==> src/rtl/core/rfaf_pkg.sv <==
// ----------------------------------------------------------------------------
// rfaf_pkg
// Shared types, constants and the CRC-16 byte update for the frame
// acceptance filter.
// ----------------------------------------------------------------------------
package rfaf_pkg;

    // Width of the saturating frame byte counter (9 to 16)
    localparam int COUNT_WIDTH = 10;

    // Result field widths
    localparam int VERDICT_W = 3;
    localparam int PDU_W     = 10;

    // Reflected CRC-16
    localparam logic [15:0] CRC_INIT = 16'hFFFF;
    localparam logic [15:0] CRC_POLY = 16'hA001;

    // Longest PDU length reported
    localparam int PDU_MAX = 1020;

    // Reset value of the station address register
    localparam logic [7:0] SLAVE_ADDR_RESET = 8'h01;

    // Broadcast station address
    localparam logic [7:0] ADDR_BROADCAST = 8'h00;

    // Function codes treated as writes on a broadcast
    localparam logic [7:0] FC_WRITE_COIL      = 8'h05;
    localparam logic [7:0] FC_WRITE_REG       = 8'h06;
    localparam logic [7:0] FC_WRITE_MULTI_COIL = 8'h0F;
    localparam logic [7:0] FC_WRITE_MULTI_REG  = 8'h10;

    // Verdict codes
    localparam logic [VERDICT_W-1:0] VERDICT_TOO_SHORT  = 3'd0;
    localparam logic [VERDICT_W-1:0] VERDICT_CRC_ERROR  = 3'd1;
    localparam logic [VERDICT_W-1:0] VERDICT_OTHER_ADDR = 3'd2;
    localparam logic [VERDICT_W-1:0] VERDICT_BCAST_READ = 3'd3;
    localparam logic [VERDICT_W-1:0] VERDICT_BCAST_WRITE = 3'd4;
    localparam logic [VERDICT_W-1:0] VERDICT_UNICAST    = 3'd5;

    typedef logic [COUNT_WIDTH-1:0] count_t;

    // Item held in the input register
    typedef struct packed {
        logic       valid;
        logic [7:0] data;
        logic       last;
    } rfaf_item_t;

    // One byte through the reflected CRC-16, LSB first
    function automatic logic [15:0] crc16_feed(input logic [15:0] crc, input logic [7:0] data);
        logic [15:0] c;
        c = crc ^ {8'h00, data};
        for (int i = 0; i < 8; i++)
        begin
            c = c[0] ? ((c >> 1) ^ CRC_POLY) : (c >> 1);
        end
        return c;
    endfunction

    // Function codes that modify data
    function automatic logic is_write_fc(input logic [7:0] fc);
        return (fc == FC_WRITE_COIL) || (fc == FC_WRITE_REG) ||
               (fc == FC_WRITE_MULTI_COIL) || (fc == FC_WRITE_MULTI_REG);
    endfunction

endpackage

==> src/rtl/core/rfaf_channels.sv <==
// ----------------------------------------------------------------------------
// rfaf_channels
// Valid/ready channels of the frame acceptance filter: received bytes,
// verdicts and the station address write.
// ----------------------------------------------------------------------------

// Received byte stream
interface rfaf_rx_if;
    logic       valid;
    logic       ready;
    logic [7:0] rx_byte;
    logic       last_byte;

    modport source (output valid, output rx_byte, output last_byte, input ready);
    modport sink   (input valid, input rx_byte, input last_byte, output ready);
endinterface

// Verdict stream
interface rfaf_result_if;
    logic        valid;
    logic        ready;
    logic [2:0]  verdict;
    logic [7:0]  function_code;
    logic [9:0]  pdu_length;

    modport source (output valid, output verdict, output function_code,
                    output pdu_length, input ready);
    modport sink   (input valid, input verdict, input function_code,
                    input pdu_length, output ready);
endinterface

// Station address write
interface rfaf_cfg_if;
    logic       valid;
    logic       ready;
    logic [7:0] slave_address;

    modport source (output valid, output slave_address, input ready);
    modport sink   (input valid, input slave_address, output ready);
endinterface

==> src/rtl/core/rfaf_input_stage.sv <==
// ----------------------------------------------------------------------------
// rfaf_input_stage
// Input register for received bytes; refills in the cycle it is drained.
// ----------------------------------------------------------------------------
module rfaf_input_stage
    import rfaf_pkg::*;
(
    input  logic       clk,
    input  logic       rst_n,
    rfaf_rx_if.sink    rx,
    input  logic       take,
    output rfaf_item_t item
);

    logic       valid_reg;
    logic       valid_next;
    logic [7:0] data_reg;
    logic       last_reg;
    logic       rx_xfer;

    // free when empty or being drained
    assign rx.ready = !valid_reg || take;
    assign rx_xfer  = rx.valid && rx.ready;

    always_comb
    begin
        if (rx_xfer)
            valid_next = 1'b1;
        else if (take)
            valid_next = 1'b0;
        else
            valid_next = valid_reg;
    end

    always_ff @(posedge clk or negedge rst_n)
    begin
        if (!rst_n)
            valid_reg <= 1'b0;
        else
            valid_reg <= valid_next;
    end

    // payload capture on each transfer
    always_ff @(posedge clk)
    begin
        if (rx_xfer)
        begin
            data_reg <= rx.rx_byte;
            last_reg <= rx.last_byte;
        end
    end

    assign item.valid = valid_reg;
    assign item.data  = data_reg;
    assign item.last  = last_reg;

endmodule

==> src/rtl/core/rfaf_frame_check.sv <==
// ----------------------------------------------------------------------------
// rfaf_frame_check
// Frame state (CRC, delay line, counter, captured header) and the verdict
// result register.
// ----------------------------------------------------------------------------
module rfaf_frame_check
    import rfaf_pkg::*;
(
    input  logic          clk,
    input  logic          rst_n,
    input  rfaf_item_t    item,
    input  logic [7:0]    slave_address,
    output logic          take,
    rfaf_result_if.source result
);

    localparam int PW = COUNT_WIDTH + 1;
    localparam logic [PW-1:0] PDU_MAX_X = PW'(PDU_MAX);

    logic [15:0]    crc_reg,  crc_next;
    logic [7:0]     dly0_reg, dly0_next;
    logic [7:0]     dly1_reg, dly1_next;
    count_t         count_reg, count_next;
    logic [7:0]     addr_reg, addr_next;
    logic [7:0]     func_reg, func_next;

    logic                 out_valid_reg, out_valid_next;
    logic [VERDICT_W-1:0] verdict_reg;
    logic [7:0]           fc_out_reg;
    logic [PDU_W-1:0]     pdu_reg;

    logic                 out_free;
    logic [15:0]          crc_upd;
    logic [7:0]           addr_cur;
    logic [7:0]           func_cur;
    count_t               len;
    logic [15:0]          recv_crc;
    logic [PW-1:0]        pdu_wide;
    logic [PW-1:0]        pdu_sat;
    logic [VERDICT_W-1:0] verdict;

    // a last byte waits for room in the result register
    assign out_free = !out_valid_reg || result.ready;
    assign take     = item.valid && (!item.last || out_free);

    // per-byte datapath
    always_comb
    begin
        crc_upd  = (count_reg >= COUNT_WIDTH'(2)) ? crc16_feed(crc_reg, dly1_reg) : crc_reg;
        addr_cur = (count_reg == '0) ? item.data : addr_reg;
        func_cur = (count_reg == COUNT_WIDTH'(1)) ? item.data : func_reg;
        len      = (count_reg != '1) ? count_reg + COUNT_WIDTH'(1) : count_reg;
        recv_crc = {item.data, dly0_reg};
        pdu_wide = {1'b0, len} - PW'(3);
        pdu_sat  = (pdu_wide > PDU_MAX_X) ? PDU_MAX_X : pdu_wide;
    end

    // verdict decision
    always_comb
    begin
        if (len < COUNT_WIDTH'(4))
            verdict = VERDICT_TOO_SHORT;
        else if (recv_crc != crc_upd)
            verdict = VERDICT_CRC_ERROR;
        else if (addr_cur == ADDR_BROADCAST)
            verdict = is_write_fc(func_cur) ? VERDICT_BCAST_WRITE : VERDICT_BCAST_READ;
        else if (addr_cur != slave_address)
            verdict = VERDICT_OTHER_ADDR;
        else
            verdict = VERDICT_UNICAST;
    end

    // frame state update; back to start of frame after the last byte
    always_comb
    begin
        crc_next   = crc_reg;
        dly0_next  = dly0_reg;
        dly1_next  = dly1_reg;
        count_next = count_reg;
        addr_next  = addr_reg;
        func_next  = func_reg;
        if (take)
        begin
            if (item.last)
            begin
                crc_next   = CRC_INIT;
                dly0_next  = 8'h00;
                dly1_next  = 8'h00;
                count_next = '0;
                addr_next  = 8'h00;
                func_next  = 8'h00;
            end
            else
            begin
                crc_next   = crc_upd;
                dly0_next  = item.data;
                dly1_next  = dly0_reg;
                count_next = len;
                addr_next  = addr_cur;
                func_next  = func_cur;
            end
        end
    end

    always_ff @(posedge clk or negedge rst_n)
    begin
        if (!rst_n)
        begin
            crc_reg   <= CRC_INIT;
            dly0_reg  <= 8'h00;
            dly1_reg  <= 8'h00;
            count_reg <= '0;
            addr_reg  <= 8'h00;
            func_reg  <= 8'h00;
        end
        else
        begin
            crc_reg   <= crc_next;
            dly0_reg  <= dly0_next;
            dly1_reg  <= dly1_next;
            count_reg <= count_next;
            addr_reg  <= addr_next;
            func_reg  <= func_next;
        end
    end

    // result register
    always_comb
    begin
        if (take && item.last)
            out_valid_next = 1'b1;
        else if (result.ready)
            out_valid_next = 1'b0;
        else
            out_valid_next = out_valid_reg;
    end

    always_ff @(posedge clk or negedge rst_n)
    begin
        if (!rst_n)
            out_valid_reg <= 1'b0;
        else
            out_valid_reg <= out_valid_next;
    end

    always_ff @(posedge clk)
    begin
        if (take && item.last)
        begin
            verdict_reg <= verdict;
            fc_out_reg  <= func_cur;
            pdu_reg     <= (verdict == VERDICT_TOO_SHORT) ? '0 : pdu_sat[PDU_W-1:0];
        end
    end

    assign result.valid         = out_valid_reg;
    assign result.verdict       = verdict_reg;
    assign result.function_code = fc_out_reg;
    assign result.pdu_length    = pdu_reg;

endmodule

==> src/rtl/core/rtu_frame_acceptance_filter.sv <==
// ----------------------------------------------------------------------------
// rtu_frame_acceptance_filter
// Checks received serial slave frames (CRC-16, address, broadcast function)
// and gives one verdict per frame with the function code and PDU length.
//
//   Channel  Role  Carries
//   rx       sink  rx_byte, last_byte       one frame byte per transfer
//   result   src   verdict, function_code,  one per frame, on its last byte
//                  pdu_length
//   cfg      sink  slave_address            station address, reset 1
//
// One byte per cycle, but a last byte waits while the result register is full;
// each byte is registered in the input register, and a frame's verdict is
// registered in the result register as the input register hands on its last byte.
// Reset returns the frame state to start of frame and the address to 1.
// The result register holds while result.ready is low; only a last byte
// stalls behind it, other bytes keep flowing. cfg is always ready.
// ----------------------------------------------------------------------------
module rtu_frame_acceptance_filter
    import rfaf_pkg::*;
(
    input  logic          clk,
    input  logic          rst_n,
    rfaf_rx_if.sink       rx,
    rfaf_result_if.source result,
    rfaf_cfg_if.sink      cfg
);

    rfaf_item_t item;
    logic       take;
    logic [7:0] slave_address_reg;

    // station address register
    assign cfg.ready = 1'b1;

    always_ff @(posedge clk or negedge rst_n)
    begin
        if (!rst_n)
            slave_address_reg <= SLAVE_ADDR_RESET;
        else if (cfg.valid && cfg.ready)
            slave_address_reg <= cfg.slave_address;
    end

    rfaf_input_stage u_input_stage
    (
        .clk   (clk),
        .rst_n (rst_n),
        .rx    (rx),
        .take  (take),
        .item  (item)
    );

    rfaf_frame_check u_frame_check
    (
        .clk           (clk),
        .rst_n         (rst_n),
        .item          (item),
        .slave_address (slave_address_reg),
        .take          (take),
        .result        (result)
    );

endmodule
==> src/flat_wrapper.sv <==
// flat-port wrapper written by rule: the top's interface ports become plain ports
module rtu_frame_acceptance_filter_flat import rfaf_pkg::*;
  (clk, rst_n, rx_valid, rx_rx_byte, rx_last_byte, rx_ready, result_valid, result_verdict, result_function_code, result_pdu_length, result_ready, cfg_valid, cfg_slave_address, cfg_ready);
  rfaf_rx_if rx_i ();
  rfaf_result_if result_i ();
  rfaf_cfg_if cfg_i ();
  input  logic clk;
  input  logic rst_n;
  input wire logic [$bits(rx_i.valid)-1:0] rx_valid;
  input wire logic [$bits(rx_i.rx_byte)-1:0] rx_rx_byte;
  input wire logic [$bits(rx_i.last_byte)-1:0] rx_last_byte;
  output wire logic [$bits(rx_i.ready)-1:0] rx_ready;
  output wire logic [$bits(result_i.valid)-1:0] result_valid;
  output wire logic [$bits(result_i.verdict)-1:0] result_verdict;
  output wire logic [$bits(result_i.function_code)-1:0] result_function_code;
  output wire logic [$bits(result_i.pdu_length)-1:0] result_pdu_length;
  input wire logic [$bits(result_i.ready)-1:0] result_ready;
  input wire logic [$bits(cfg_i.valid)-1:0] cfg_valid;
  input wire logic [$bits(cfg_i.slave_address)-1:0] cfg_slave_address;
  output wire logic [$bits(cfg_i.ready)-1:0] cfg_ready;
  assign rx_i.valid = rx_valid;
  assign rx_i.rx_byte = rx_rx_byte;
  assign rx_i.last_byte = rx_last_byte;
  assign rx_ready = rx_i.ready;
  assign result_valid = result_i.valid;
  assign result_verdict = result_i.verdict;
  assign result_function_code = result_i.function_code;
  assign result_pdu_length = result_i.pdu_length;
  assign result_i.ready = result_ready;
  assign cfg_i.valid = cfg_valid;
  assign cfg_i.slave_address = cfg_slave_address;
  assign cfg_ready = cfg_i.ready;
  rtu_frame_acceptance_filter u_core (.clk(clk), .rst_n(rst_n), .rx(rx_i), .result(result_i), .cfg(cfg_i));
endmodule
==> config.mk <==
export PLATFORM = sky130hd
export DESIGN_NAME = rtu_frame_acceptance_filter_flat
export DESIGN_NICKNAME = d
export VERILOG_FILES = /design/src/rtl/core/rfaf_pkg.sv /design/src/rtl/core/rfaf_channels.sv /design/src/rtl/core/rfaf_input_stage.sv /design/src/rtl/core/rfaf_frame_check.sv /design/src/rtl/core/rtu_frame_acceptance_filter.sv /design/src/flat_wrapper.sv
export SDC_FILE = /design/constraint.sdc
export NUM_CORES = 1
export LEC_CHECK = 0
export CAP_MARGIN = 20
export CORE_UTILIZATION = 43
export CTS_CLUSTER_SIZE = 30
export DETAILED_ROUTE_END_ITERATION = 10
export DONT_BUFFER_PORTS = 1
export SLEW_MARGIN = 20
export SYNTH_ARGS = -nofsm -noshare
export SYNTH_HDL_FRONTEND = slang
export SYNTH_SLANG_ARGS = --single-unit
==> constraint.sdc <==
create_clock -name clk -period 3.3 [get_ports clk]
set_input_delay 0.66 -clock clk [delete_from_list [all_inputs] [get_ports clk]]
set_output_delay 0.66 -clock clk [all_outputs]
set_load 0.01 [all_outputs]
After elaboration in Yosys (flattened, before gate mapping)
Cells that the tools add are included.
W data, S select, Z words.
{"block": "word_totals", "regBits": 98, "output_inout_bits": 24, "input_bits": 22, "elab_cells": 83}
{"block": "op_classes", "n_lt_le_gt_ge": 3, "n_eq_ne": 8, "reduce_logical": 18, "mux": 28, "addsub": 2, "n_bitwise": 9}
{"operator": "$mux W16", "n": 10}
{"operator": "$mux W8", "n": 6}
{"operator": "$mux W10", "n": 3}
{"operator": "$not A2 Y3", "n": 8}
{"operator": "$eq A8 B3 Y1 const B", "n": 2}
{"operator": "$ne A16 B16 Y1", "n": 1}
{"operator": "$xor A16 B8 Y16", "n": 1}
{"operator": "$mux W3", "n": 5}
{"operator": "$gt A11 B10 Y1 const B", "n": 1}
{"operator": "$sub A10 B2 Y11 const B", "n": 1}
{"operator": "$add A10 B1 Y10 const B", "n": 1}
{"operator": "$eq A10 B1 Y1 const B", "n": 1}
{"operator": "$ge A10 B2 Y1 const B", "n": 1}
{"operator": "$logic_not A10 Y1", "n": 1}
{"operator": "$lt A10 B3 Y1 const B", "n": 1}
{"operator": "$ne A10 B10 Y1 const B", "n": 1}
{"operator": "$eq A8 B4 Y1 const B", "n": 1}
{"operator": "$eq A8 B5 Y1 const B", "n": 1}
{"operator": "$logic_not A8 Y1", "n": 1}
{"operator": "$ne A8 B8 Y1", "n": 1}
{"operator": "$logic_or A1 B1 Y1", "n": 6}
{"operator": "$mux W1", "n": 4}
{"operator": "$reduce_bool A2 Y1", "n": 2}
{"operator": "$logic_and A1 B1 Y1", "n": 3}
{"operator": "other kinds (3)", "n": 5}

Logic depth before layout (Yosys ltp)
Gate-level depths: netlist (run 1).
{"block": "depth", "ltp_word": 23, "ltp_mapped": 12}

Cells and area by module
A second synthesis (run 1) with hierarchy kept.
{"block": "unflattened", "cells_unflattened": 537, "hier_area_um2": 5612.9}
{"module": "rfaf_frame_check", "seq_area_each_um2": 2127.0, "cells_each": 503, "instances": 1, "area_each_um2": 4929.7}
{"module": "rtu_frame_acceptance_filter", "seq_area_each_um2": 201.4, "cells_each": 19, "instances": 1, "area_each_um2": 344.1}
{"module": "rfaf_input_stage", "seq_area_each_um2": 295.3, "cells_each": 15, "instances": 1, "area_each_um2": 339.1}

Worst setup path after synthesis (run 1)
OpenSTA, ideal clock, no wires.
{"block": "synth_timing", "path_kind": "reg-to-reg", "start": "register u_core.u_frame_check.count_reg[5]", "end": "register u_core.u_frame_check.verdict_reg[1], in the netlist u_core.u_frame_check.result.verdict[1] (data pin)", "t_arrival_ps": 2900, "path_stages_with_launch": 11, "setup_slack_ps": 267, "setup_time_ps": 134, "path_cell_list": "dfrtp_1 buf_6 or4_4 or4_4 buf_6 buf_6 mux2i_1 xor2_1 nand3_1 or4_1 and4bb_1"}
{"block": "synth_via", "elab_chain_len": 10}
{"item": "from (decl)", "line": "rfaf_frame_check.sv:23", "source": "count_t count_reg, count_next;"}
{"item": "from (signal assigned)", "line": "rfaf_frame_check.sv:121", "source": "count_reg <= count_next;"}
{"item": "branches (longest 9 deep; another with $add A10 B1 Y10)"}
{"item": "$mux W3 (*)", "line": "rfaf_frame_check.sv:61", "source": "if (len < COUNT_WIDTH'(4))"}
{"item": "named net u_core.u_frame_check.verdict[1]", "line": "rfaf_frame_check.sv:40", "source": "logic [VERDICT_W-1:0] verdict;"}
{"item": "to (signal assigned)", "line": "rfaf_frame_check.sv:150", "source": "verdict_reg <= verdict;"}
{"item": "to (decl)", "line": "rfaf_frame_check.sv:28", "source": "logic [VERDICT_W-1:0] verdict_reg;"}
Mark *: on every way through the listed nets, which the timed path passes.
A chain may end at the register's enable or synchronous reset.

Final worst setup path (run 1)
{"block": "layout_timing", "start": "register u_core.u_frame_check.count_reg[4]", "end": "register u_core.u_frame_check.verdict_reg[1], in the netlist u_core.u_frame_check.result.verdict[1] (data pin)"}
The elaborated chain is that of the path after synthesis.

==> impl_results.md, run 1 <==
- Status: finished clean
- Global Route Usage Sum: 0.2099
- Crit path from: u_core.u_frame_check.count_reg[4]
- Number of global-route vias before repair: ~3900
- Post-Route Skew: 0.005506 ns
- Max stage delay on crit path: 0.70 ns
- Vias per std cell: between 5 and 6
- Syn nets: 579
- Max reg flops: 16
- Worst-margin pin slew: 0.8246 ns
- Seq cells post-synth: 98
- Path type of the worst min-delay path: input pin to async pin
- Final wirelength: 12960 um
- Share of cells above drive strength 1: 0.1377
- DRT iter0 DRCs: 313
- CTS buffer count: 9
- Global-route wire length before repair: 20970 um
- Fin. Hold Viols: 0
- Synth-to-layout area growth: 10.69%
- Clock sink total: 98
- Startpoint types: flop
- Largest net degree at the start of global routing: 34
- WS Path Type: flop to flop
- Pwr Total: 0.004764 W
- GRT overflow: 0
- Launch point of the worst reg-to-reg path: u_core.u_frame_check.count_reg[4]
- FFs w/ async S/R, synth: 0.6939
- LEAKAGE: around 2.5 nW
- Cell taking the most area after synthesis: dfrtp_1
- Placed Area: 0.005724 mm^2
- GPL Wtd Cong: 0.8811
- Number of cell rows: 40
- Max frequency: 316.3 MHz
- Die X: 115.0 um
- Maximum vdd drop: 0.4870 mV
- Post-synth EDFFs: 30
- Fin crit period: about 3.2 ns
- Setup Viol. Count Final: 0
- Top cell type's share of synthesized area: 0.2324
- Unrepaired setup endpoints after global routing: false
- Die height: 115.0 um
- Slowest CP cell: or4_4
- Synth cell types: 56
- Initial Util: 0.4497
- DR DRC count: 0
- Seq/Total Area, Yosys: 0.4778
- TNS Setup: 0 ns
- Top cell by count, worst path: or4_4
- TritonCTS clock tree: yes
- R2R depth: 7
- Worst slew margin: 0.4482
- Crit path max-delay family: simple AND/OR/NAND/NOR gates
- Critical path arrival: between 3 and 4 ns
- Via count: 4159
- Drt pass-1 iters: 4
- Synth Flop Type: dfrtp_1
- Post-DRT Antenna Nets: 0
- Top-level I/O count: 46
- Port bufs: 0
- Cells after Synth: approximately 550
- Commonest cells post-synth: 62 x nand2_1, 51 x dfrtp_1, 42 x nor2_1
- Finished Cell Area: 0.006078 mm^2
- Initial antenna violation count: 0
- CORE AREA: 0.01221 mm^2
- Dpl hpwl: 8827 um
- Worst-path clk slew: 0.06 ns
- Count leader, synth: nand2_1
- Required time worst endpoint: about 3.5 ns
- Top post-synthesis cells by area: dfrtp_1 23%, edfxtp_1 16%, dfstp_2 8.1%
- Mapped Avg Cell Area: approximately 9.9 um^2
- Critical Path Sink Type: flop
- DR WL/cell: ~18 um
- CP bufs+invs: 0
- Root buffer cell: clkbuf_16
- Nets: 581
- Critical path depth: 7
- Clock Tree Buf Depth: 2
- Cell Chain, Critical Path: or4_4 -> or4_4 -> mux2i_1 -> xor2_1 -> nand3_1 -> or4_1 -> and4bb_1
- CP max FO: 23
- Synth warn: 0
- Max-cap check violation count: 0
- Clk_lat worst skew: 0.35 ns
- Htree depth: 3
- Antenna diodes: 0
- Die ar.: 0.01323 mm^2
- Pwr dens: just under 800 mW/mm^2
- Fin crit share: 0.9580
- Cell area after synthesis: 0.005492 mm^2
- Final Max Tran Viols: 0
power breakdown:
part / internal, W / total [W] / switching [W]
Combinational: 0.000886 / 0.00189 / 0.00101
Sequential: 0.00153 / 0.00178 / 0.000246
Clock: 0.000658 / 0.00109 / 0.000434
placed cells by master (no fill, tap or decap), types with 9 or more instances in the layout:
cell and n:
a21oi_1 26, buf_4 25, clkbuf_16 9, dfrtp_1 51, dfstp_2 17, edfxtp_1 30
inv_1 11, mux2_2 15, mux2i_1 27, nand2_1 62, nand2b_1 10, nand3_1 30
nand4_1 10, nor2_1 41, o21ai_0 28, o22ai_1 12, xnor2_1 26, xor2_1 28
final cells by class:
type / instances / area [um^2]
clock buffer: 10 / 229.0
clock inverter: 6 / 81.33
fill: 1165 / 6133
inverter: 11 / 41.29
multi-input combinational: 406 / 2665
sequential: 98 / 2624
tap: 168 / 210.2
timing repair buffer: 28 / 227.7
stage by stage:
| stage | utilization | hold WS, ns | worst slack [ns] | std cells |
|---|---|---|---|---|
| floorplan | - | 0.3644 | 0.2665 | 552 |
| global placement | 0.4688 | 0.3700 | 0.2532 | 708 |
| detailed placement | 0.4688 | 0.3702 | 0.1693 | 708 |
| CTS | 0.4974 | 0.1415 | 0.1623 | 727 |
| global route | 0.4977 | 0.1389 | 0.01092 | 727 |
| finish | 0.4977 | 0.1518 | 0.1387 | 727 |
metal layers:
metal	wire length, um	up-vias	global-route usage
met5	0	-	0
met4	201	0	0.07273
met3	602	13	0.04059
met2	6085	111	0.3205
met1	6068	2063	0.2987
li1	-	1972	-
final timing paths:
kind,end,slack [ns]
worst max-delay path,u_core.u_frame_check.result.verdict[1],0.14
worst min-delay path,u_core.u_frame_check.count_reg[6],0.15
worst min register to register,u_core.u_frame_check.addr_reg[6],0.48
max in group asynchronous,u_core.u_frame_check.dly0_reg[2],2.02
min in group clk,u_core.u_input_stage.data_reg[2],0.41
worst max register to register,u_core.u_frame_check.result.verdict[1],0.14
repair_timing:
action / CTS / global route
setup buffers: 0 / 0
resized for setup: 0 / 2
endpoints found under the setup margin: 0 / 2
hold buffers: 3 / 0
hold endpoints to repair: 33 / 0
kinds of logic (layout without fill, tap and decap cells):
kind of cell	count (synthesis)	count (layout)	synth area share
adder cells (fa/ha/maj)	5	5	0.01139
flip-flops	98	98	0.4778
AO/OA/AOI/OAI	103	103	0.1167
buffers and inverters	48	55	0.03805
XOR/XNOR	57	57	0.09866
other	1	1	0.0006829
multiplexers	42	42	0.07997
AND/OR/NAND/NOR	198	198	0.1768
No activity file was read; power rests on OpenSTA's default activity.
==> run 2, diff against run 1 <==
- ABC_AREA: default -> 1
==> impl_results.md, run 2 <==
- Status: finished clean
- Antenna diodes: 0 (unchanged)
- Synth cell types: 37 (-34%)
- Worst-margin pin slew: 0.8348 ns (+0.01018 ns)
- CTS buffer count: 9 (unchanged)
- Clock power frac: 0.224 (-0.005)
- Final wirelength: 12980 um (+0.19%)
- Slowest CP cell: dfrtp_1
- Cell taking the most area after synthesis: dfrtp_1
- Crit path max-delay family: simple AND/OR/NAND/NOR gates
- Nets: 752 (+29%)
- Synth warn: 0 (unchanged)
- Critical path arrival: 2.94 ns (-0.44 ns)
- Path type of the worst min-delay path: input pin to async pin
- Placed cells: 885 (+25%)
- Switching Share: 0.4121 (+0.05809)
- Top post-synthesis cells by area: dfrtp_1 23%, nand2_1 17%, edfxtp_1 16%
- Root buffer cell: clkbuf_16
- Most frequent cells in the layout: 252 x nand2_1, 108 x inv_1, 59 x nand3_1, 51 x dfrtp_1, 43 x nor2_1
- Clock sink total: 98 (unchanged)
- Top-level I/O count: 46 (unchanged)
- Setup Viol. Count Final: 0 (unchanged)
- Worst-path clk slew: 0.07 ns (about the same)
- Fill cells: 1244 (+6.8%)
- Top cell type's share of synthesized area: 0.2304 (-0.002047)
- P_int: 0.002854 W (-7.3%)
- Vias per std cell: 5.081 (-11%)
- Die X: 115.5 um (+0.43%)
- GRT busiest layer: met2
- Worst slew margin: 0.4429 (-0.005371)
- Cells after Synth: 727 (+32%)
- Largest net degree at the start of global routing: 52 (+53%)
- Non-filler cells, final: 902 (+24%)
- Syn nets: 754 (+30%)
- CP bufs+invs: 2 (+2)
- Global-route wire length before repair: 21400 um (+2.0%)
- WS Path Type: flop to flop
- Mapped Avg Cell Area: 7.621 um^2 (-23%)
- Max reg flops: 16 (unchanged)
- Post-DRT Antenna Nets: 0 (unchanged)
- Unrepaired setup endpoints after global routing: false
- Placed Area: 0.005687 mm^2 (-0.66%)
- Port bufs: 0 (unchanged)
- Final Max Tran Viols: 0 (unchanged)
- FFs w/ async S/R, synth: 0.6939 (unchanged)
- Clock Tree Buf Depth: 2 (unchanged)
- Sequential share of power: 0.364 (-0.010)
- DRT iter0 DRCs: 321 (+2.6%)
- Required time worst endpoint: 3.42 ns (-0.10 ns)
- Sw power: 0.002000 W (+19%)
- Met1 usage: 0.2770 (-0.02171)
- Post-Route Skew: 0.008057 ns (+0.002551 ns)
- Top cell by count, worst path: nand2_1
- TNS Setup: 0 ns (unchanged)
- DR WL/cell: 14.39 um (-19%)
- Htree depth: 3 (unchanged)
- CORE AREA: 0.01257 mm^2 (+2.9%)
- Post-CTS setup buffers: 0 (unchanged)
- Initial Util: 0.4408 (-0.008876)
- Seq/Total Area, Yosys: 0.4736 (-0.004208)
- Post-synth EDFFs: 30 (unchanged)
- Clk_lat worst skew: 0.35 ns (about the same)
- Drt pass-1 iters: 5 (+1)
- Max stage delay on crit path: 0.44 ns (-0.26 ns)
- GRT met2 Usage: 0.3385 (+0.01804)
- LEAKAGE: 2.996 nW (+19%)
- Commonest cells post-synth: 252 x nand2_1, 108 x inv_1, 59 x nand3_1
- Count leader, synth: nand2_1
- Number of cell rows: 41 (+2.5%)
- Pwr Total: 0.004854 W (+1.9%)
- DR DRC count: 0 (unchanged)
- Fin. Hold Viols: 0 (unchanged)
- Startpoint types: flop
- Dpl hpwl: 8985 um (+1.8%)
- Share of cells above drive strength 1: 0.09315 (-0.04460)
- Max frequency: 354.4 MHz (+12%)
- Initial antenna violation count: 0 (unchanged)
- Fin crit period: 2.821 ns (-0.3399 ns)
- TritonCTS clock tree: yes
- Number of global-route vias before repair: 4307 (+11%)
- Synth-to-layout area growth: 8.672%
- Maximum vdd drop: 0.4278 mV (-12%)
- CP max FO: 9 (-61%)
- Post-layout util: 0.4790 (-0.01870)
- GRT overflow: 0 (unchanged)
- Finished Cell Area: 0.006021 mm^2 (-0.95%)
- Global Route Usage Sum: 0.2105 (+0.0005360)
- Die ar.: 0.01334 mm^2 (+0.87%)
- Die height: 115.5 um (+0.43%)
- GPL Wtd Cong: 0.8556 (-2.9%)
- Via count: 4583 (+10%)
- Commonest non-fill, non-tap cell in the layout: nand2_1
- Critical Path Sink Type: flop
- Synth Flop Type: dfrtp_1
- Pwr dens: 806.3 mW/mm^2 (+2.9%)
- Fin crit share: 0.8550 (-0.1030)
- Seq cells post-synth: 98 (unchanged)
- M3 GR Usage: 0.03452 (-0.006072)
- Cell Chain, Critical Path: ha_1 -> nand2_2 -> nor2_4 -> nand4_1 -> nand2_1 -> inv_1 -> ha_1 -> inv_1 -> nand3_1 -> nor2_2 -> nand2_1 -> nand2_1 -> nand2_1 -> nor2_1 -> nand3_1 -> nand2_1 -> nand2_2 -> nand2_1 -> nor2_1
- Comb pwr share: 0.412 (+0.015)
- Cell area after synthesis: 0.005540 mm^2 (+0.89%)
- Max-cap check violation count: 0 (unchanged)
run 2: cell count changes in the layout (fill, tap and decap cells not counted), sizes merged, moves of 17 or more:
cell,previous run,this run
xor2,28,11
nand3,30,61
buf,26,6
o22ai,12,38
nand2,62,257
mux2i,27,0
xnor2,26,1
inv,11,112
run 2: final cells by class:
class                           instances  area [um^2]  share of cell area
Tap cell                              172        215.2             0.03574
Multi-Input combinational cell        498         2390              0.3969
Inverter                              112        420.4             0.06983
Timing Repair Buffer                    6        65.06             0.01081
Sequential cell                        98         2624              0.4358
Clock inverter                          5        63.81             0.01060
Clock buffer                           11        242.7             0.04032
run 2: logic make-up (layout without fill, tap and decap cells):
kind of cell	after synthesis	in the layout	synth area share
xor gates and xnor gates	12	12	0.01897
DFF	98	98	0.4736
buffers and inverters	131	134	0.09507
and+or+nand+nor	388	388	0.2979
AOI/OAI and AO/OA	89	89	0.09643
other	1	1	0.0006769
adders and majority gates	5	5	0.01129
muxes	3	3	0.006097
run 2: power groups by stage:
| stage | Combinational [W] | Sequential (W) | Clock (W) |
|---|---|---|---|
| 3_3_place_gp | 0.00193 | 0.00178 | 0 |
| 4_1_cts | 0.00199 | 0.00176 | 0.00111 |
| 6_report | 0.00200 | 0.00177 | 0.00109 |
| 2_1_floorplan | 0.00164 | 0.00174 | 0 |
| 3_5_place_dp | 0.00196 | 0.00178 | 0 |
| 5_1_grt | 0.00232 | 0.00180 | 0.00116 |
run 2: layer usage:
metal / up-vias / wire length [um]
li1: 2333 / -
met1: 2118 / 6228
met2: 108 / 5927
met3: 24 / 512
met4: 0 / 314
met5: - / 0
run 2: final timing paths:
kind | from | end | slack (ns) | depth (start not counted)
setup / recovery | u_core.u_frame_check.count_reg[0] | u_core.u_frame_check.result.pdu_length[0] | 0.48 | 19
hold / removal | rst_n | u_core.u_frame_check.crc_reg[10] | 0.15 | 0
setup reg to reg | u_core.u_frame_check.count_reg[0] | u_core.u_frame_check.result.pdu_length[0] | 0.48 | 19
hold reg to reg | u_core.u_frame_check.addr_reg[0] | u_core.u_frame_check.addr_reg[0] | 0.48 | 2
max in group asynchronous | rst_n | u_core.u_frame_check.dly0_reg[6] | 2.88 | 1
min in group clk | rx_last_byte | u_core.u_input_stage.last_reg | 0.40 | 0
run 2: worst register-to-register path: stages, from the launching register on:
cell	delay, ns
dfrtp_1	0.44
ha_1	0.24
nand2_2	0.09
nor2_4	0.22
nand4_1	0.12
nand2_1	0.15
inv_1	0.09
ha_1	0.21
inv_1	0.11
nand3_1	0.12
nor2_2	0.18
nand2_1	0.07
nand2_1	0.06
nand2_1	0.06
nor2_1	0.10
nand3_1	0.07
nand2_1	0.07
nand2_2	0.08
nand2_1	0.08
nor2_1	0.05
run 2: per-stage QoR:
step / worst slack [ns] / hold WS [ns]
global placement: 0.5728 / 0.3696
detailed placement: 0.5113 / 0.3706
global route: 0.1388 / 0.1347
finish: 0.4785 / 0.1502
floorplan: 0.8183 / 0.3644
CTS: 0.4799 / 0.1351
run 2: timing repair:
item	4_1_cts	5_1_grt
hold buffers	1	0
endpoints found under the hold margin	51	0
resized for setup	0	0
==> run 3, diff against run 2 <==
- CELL_PAD_IN_SITES_DETAIL_PLACEMENT: default -> 0
- CELL_PAD_IN_SITES_GLOBAL_PLACEMENT: default -> 1
- HOLD_SLACK_MARGIN: default -> 0.15
- PLACE_DENSITY_LB_ADDON: default -> 0.1
==> impl_results.md, run 3 (same netlist as run 2, synthesis figures left out) <==
- Status: finished clean
- Nets: 754 (+0.27%)
- Top cell by count, worst path: nand2_1
- Dpl ws: 0.4297 ns (-0.08160 ns)
- Clk_lat worst skew: 0.35 ns (about the same)
- Post-DRT Antenna Nets: 0 (unchanged)
- Max stage delay on crit path: 0.43 ns (about the same)
- Critical Path Sink Type: flop
- Final Max Tran Viols: 0 (unchanged)
- Sequential share of power: 0.352 (-0.012)
- Post-CTS setup buffers: 0 (unchanged)
- Fill cells: 1260 (+1.3%)
- Dpl hpwl: 9979 um (+11%)
- CP max FO: 9 (unchanged)
- Fin. Hold Viols: 0 (unchanged)
- Max-cap check violation count: 0 (unchanged)
- Hold bufs inserted after CTS: 2 (+1)
- DRT iter0 DRCs: 222 (-31%)
- Comb pwr share: 0.407 (-0.005)
- Required time worst endpoint: 3.40 ns (-0.02 ns)
- WS Path Type: flop to flop
- Placed cells: 886 (+0.11%)
- Initial Util: 0.4408 (unchanged)
- Most frequent cells in the layout: 252 x nand2_1, 108 x inv_1, 59 x nand3_1, 51 x dfrtp_1, 43 x nor2_1
- Top-level I/O count: 46 (unchanged)
- Global Route Usage Sum: 0.2239 (+0.01342)
- Antenna diodes: 0 (unchanged)
- Max frequency: 347.6 MHz (-1.9%)
- Largest net degree at the start of global routing: 68 (+31%)
- M3 GR Usage: 0.05178 (+0.01726)
- Sw power: 0.002042 W (+2.1%)
- Via count: 4597 (+0.31%)
- Crit path capture: u_core.u_frame_check.result.pdu_length[1]
- DR WL/cell: 15.36 um (+6.7%)
- Slowest CP cell: dfrtp_1
- Critical path arrival: 2.98 ns (+0.04 ns)
- Switching Share: 0.4066 (-0.005508)
- Setup Viol. Count Final: 0 (unchanged)
- P_int: 0.002980 W (+4.4%)
- Commonest non-fill, non-tap cell in the layout: nand2_1
- Post-layout util: 0.4835 (+0.004480)
- TritonCTS clock tree: yes
- Clock Tree Buf Depth: 2 (unchanged)
- Non-filler cells, final: 904 (+0.22%)
- Internal reg-to-reg setup slack: 0.42 ns (-0.06 ns)
- Vias per std cell: 5.085 (about the same)
- Launch point of the worst reg-to-reg path: u_core.u_frame_check.count_reg[0]
- Share of cells above drive strength 1: 0.09426 (+0.001112)
- Worst-path clk slew: 0.07 ns (about the same)
- GRT busiest layer: met2
- Startpoint types: flop
- GRT overflow: 0 (unchanged)
- Htree depth: 3 (unchanged)
- Number of cell rows: 41 (unchanged)
- Post-Route Skew: 0.008078 ns (+0.00002073 ns)
- GPL Wtd Cong: 0.8085 (-5.5%)
- Worst-margin pin slew: 0.8290 ns (-0.005793 ns)
- DR DRC count: 0 (unchanged)
- LEAKAGE: 3.027 nW (+1.1%)
- Die height: 115.5 um (unchanged)
- Number of global-route vias before repair: 4403 (+2.2%)
- Maximum vdd drop: 0.3835 mV (-10%)
- Cell Chain, Critical Path: ha_1 -> nand2_2 -> nor2_4 -> nand4_1 -> nand2_1 -> inv_2 -> ha_1 -> inv_1 -> nand3_1 -> nor2_2 -> nand2_1 -> nand2_1 -> nand2_1 -> nor2_1 -> nand3_1 -> nand2_1 -> nand2_2 -> nand2_1 -> nor2_1
- GRT met2 Usage: 0.3752 (+0.03673)
- Clock power frac: 0.241 (+0.017)
- CTS buffer count: 9 (unchanged)
- Synth-to-layout area growth: 9.688%
- Worst slew margin: 0.4467 (+0.003866)
- Initial antenna violation count: 0 (unchanged)
- Post-cts sizing count: 0 (unchanged)
- Final worst-path setup slack: 0.4227 ns (-0.05580 ns)
- Die X: 115.5 um (unchanged)
- R2R depth: 19 (unchanged)
- Drt pass-1 iters: 5 (unchanged)
- Unrepaired setup endpoints after global routing: false
- Root buffer cell: clkbuf_16
- Pwr dens: 826.3 mW/mm^2 (+2.5%)
- Fin crit share: 0.8719 (+0.01691)
- Crit path from: u_core.u_frame_check.count_reg[0]
- R2r endpoint: u_core.u_frame_check.result.pdu_length[1]
- Die ar.: 0.01334 mm^2 (unchanged)
- TNS Setup: 0 ns (unchanged)
- Fin crit period: 2.877 ns (+0.05580 ns)
- CORE AREA: 0.01257 mm^2 (unchanged)
- Met1 usage: 0.2866 (+0.009580)
- Path type of the worst min-delay path: input pin to async pin
- Final wirelength: 13880 um (+6.9%)
- Global-route wire length before repair: 22580 um (+5.5%)
- Port bufs: 0 (unchanged)
- Clock sink total: 98 (unchanged)
- Max reg flops: 16 (unchanged)
==> run 3: changes by cell type in the layout (fill, tap and decap cells not counted), sizes merged <==
cell,before,now
clkinv,3,1
clkbuf,11,12
bufinv,1,2
dlygate4sd3,0,1
buf,6,7
inv,112,113
clkinvlp,1,0
==> run 3: stage by stage <==
step / hold slack, ns / total power, W / cell area, um^2
floorplan: 0.3644 / 0.003377 / 5540
global placement: 0.3671 / 0.003777 / 5694
detailed placement: 0.3675 / 0.003807 / 5694
CTS: 0.1990 / 0.005058 / 6077
global route: 0.1918 / 0.005451 / 6077
finish: 0.1715 / 0.005021 / 6077
==> run 3: layout make-up <==
cell class | count | area (um^2) | share of cell area
Clock buffer | 12 | 267.8 | 0.04406
Timing Repair Buffer | 8 | 82.58 | 0.01359
Tap cell | 172 | 215.2 | 0.03541
Inverter | 112 | 420.4 | 0.06918
Clock inverter | 4 | 77.57 | 0.01277
Multi-Input combinational cell | 498 | 2390 | 0.3932
Sequential cell | 98 | 2624 | 0.4317
==> run 3: power by group through the flow <==
stage / clock, W / sequential, W / combinational, W
floorplan: 0 / 0.00174 / 0.00164
global placement: 0 / 0.00178 / 0.00199
detailed placement: 0 / 0.00179 / 0.00202
CTS: 0.00124 / 0.00177 / 0.00205
global route: 0.00128 / 0.00180 / 0.00237
finish: 0.00121 / 0.00177 / 0.00205
==> run 3: how the worst min path moves through the flow <==
stage,from,end,depth (start not counted)
floorplan,rst_n,u_core.slave_address_reg[1],0
global placement,rst_n,u_core.u_frame_check.dly1_reg[5],0
global route,rst_n,u_core.u_frame_check.dly1_reg[5],1
CTS,rst_n,u_core.u_frame_check.dly1_reg[5],1
detailed placement,rst_n,u_core.u_frame_check.dly1_reg[5],0
finish,rst_n,u_core.u_frame_check.dly1_reg[5],1
==> run 3: per-layer routing <==
metal,wire length [um],vias up
met2,6627,91
li1,-,2321
met4,249,0
met1,6403,2170
met3,601,15
met5,0,-
==> run 3: critical path: cells and delay by family (launching register included) <==
family	cells	cell delay [ns]
adders and majority gates	2	0.46
buffers and inverters	2	0.18
DFF	1	0.43
and+or+nand+nor	15	1.54
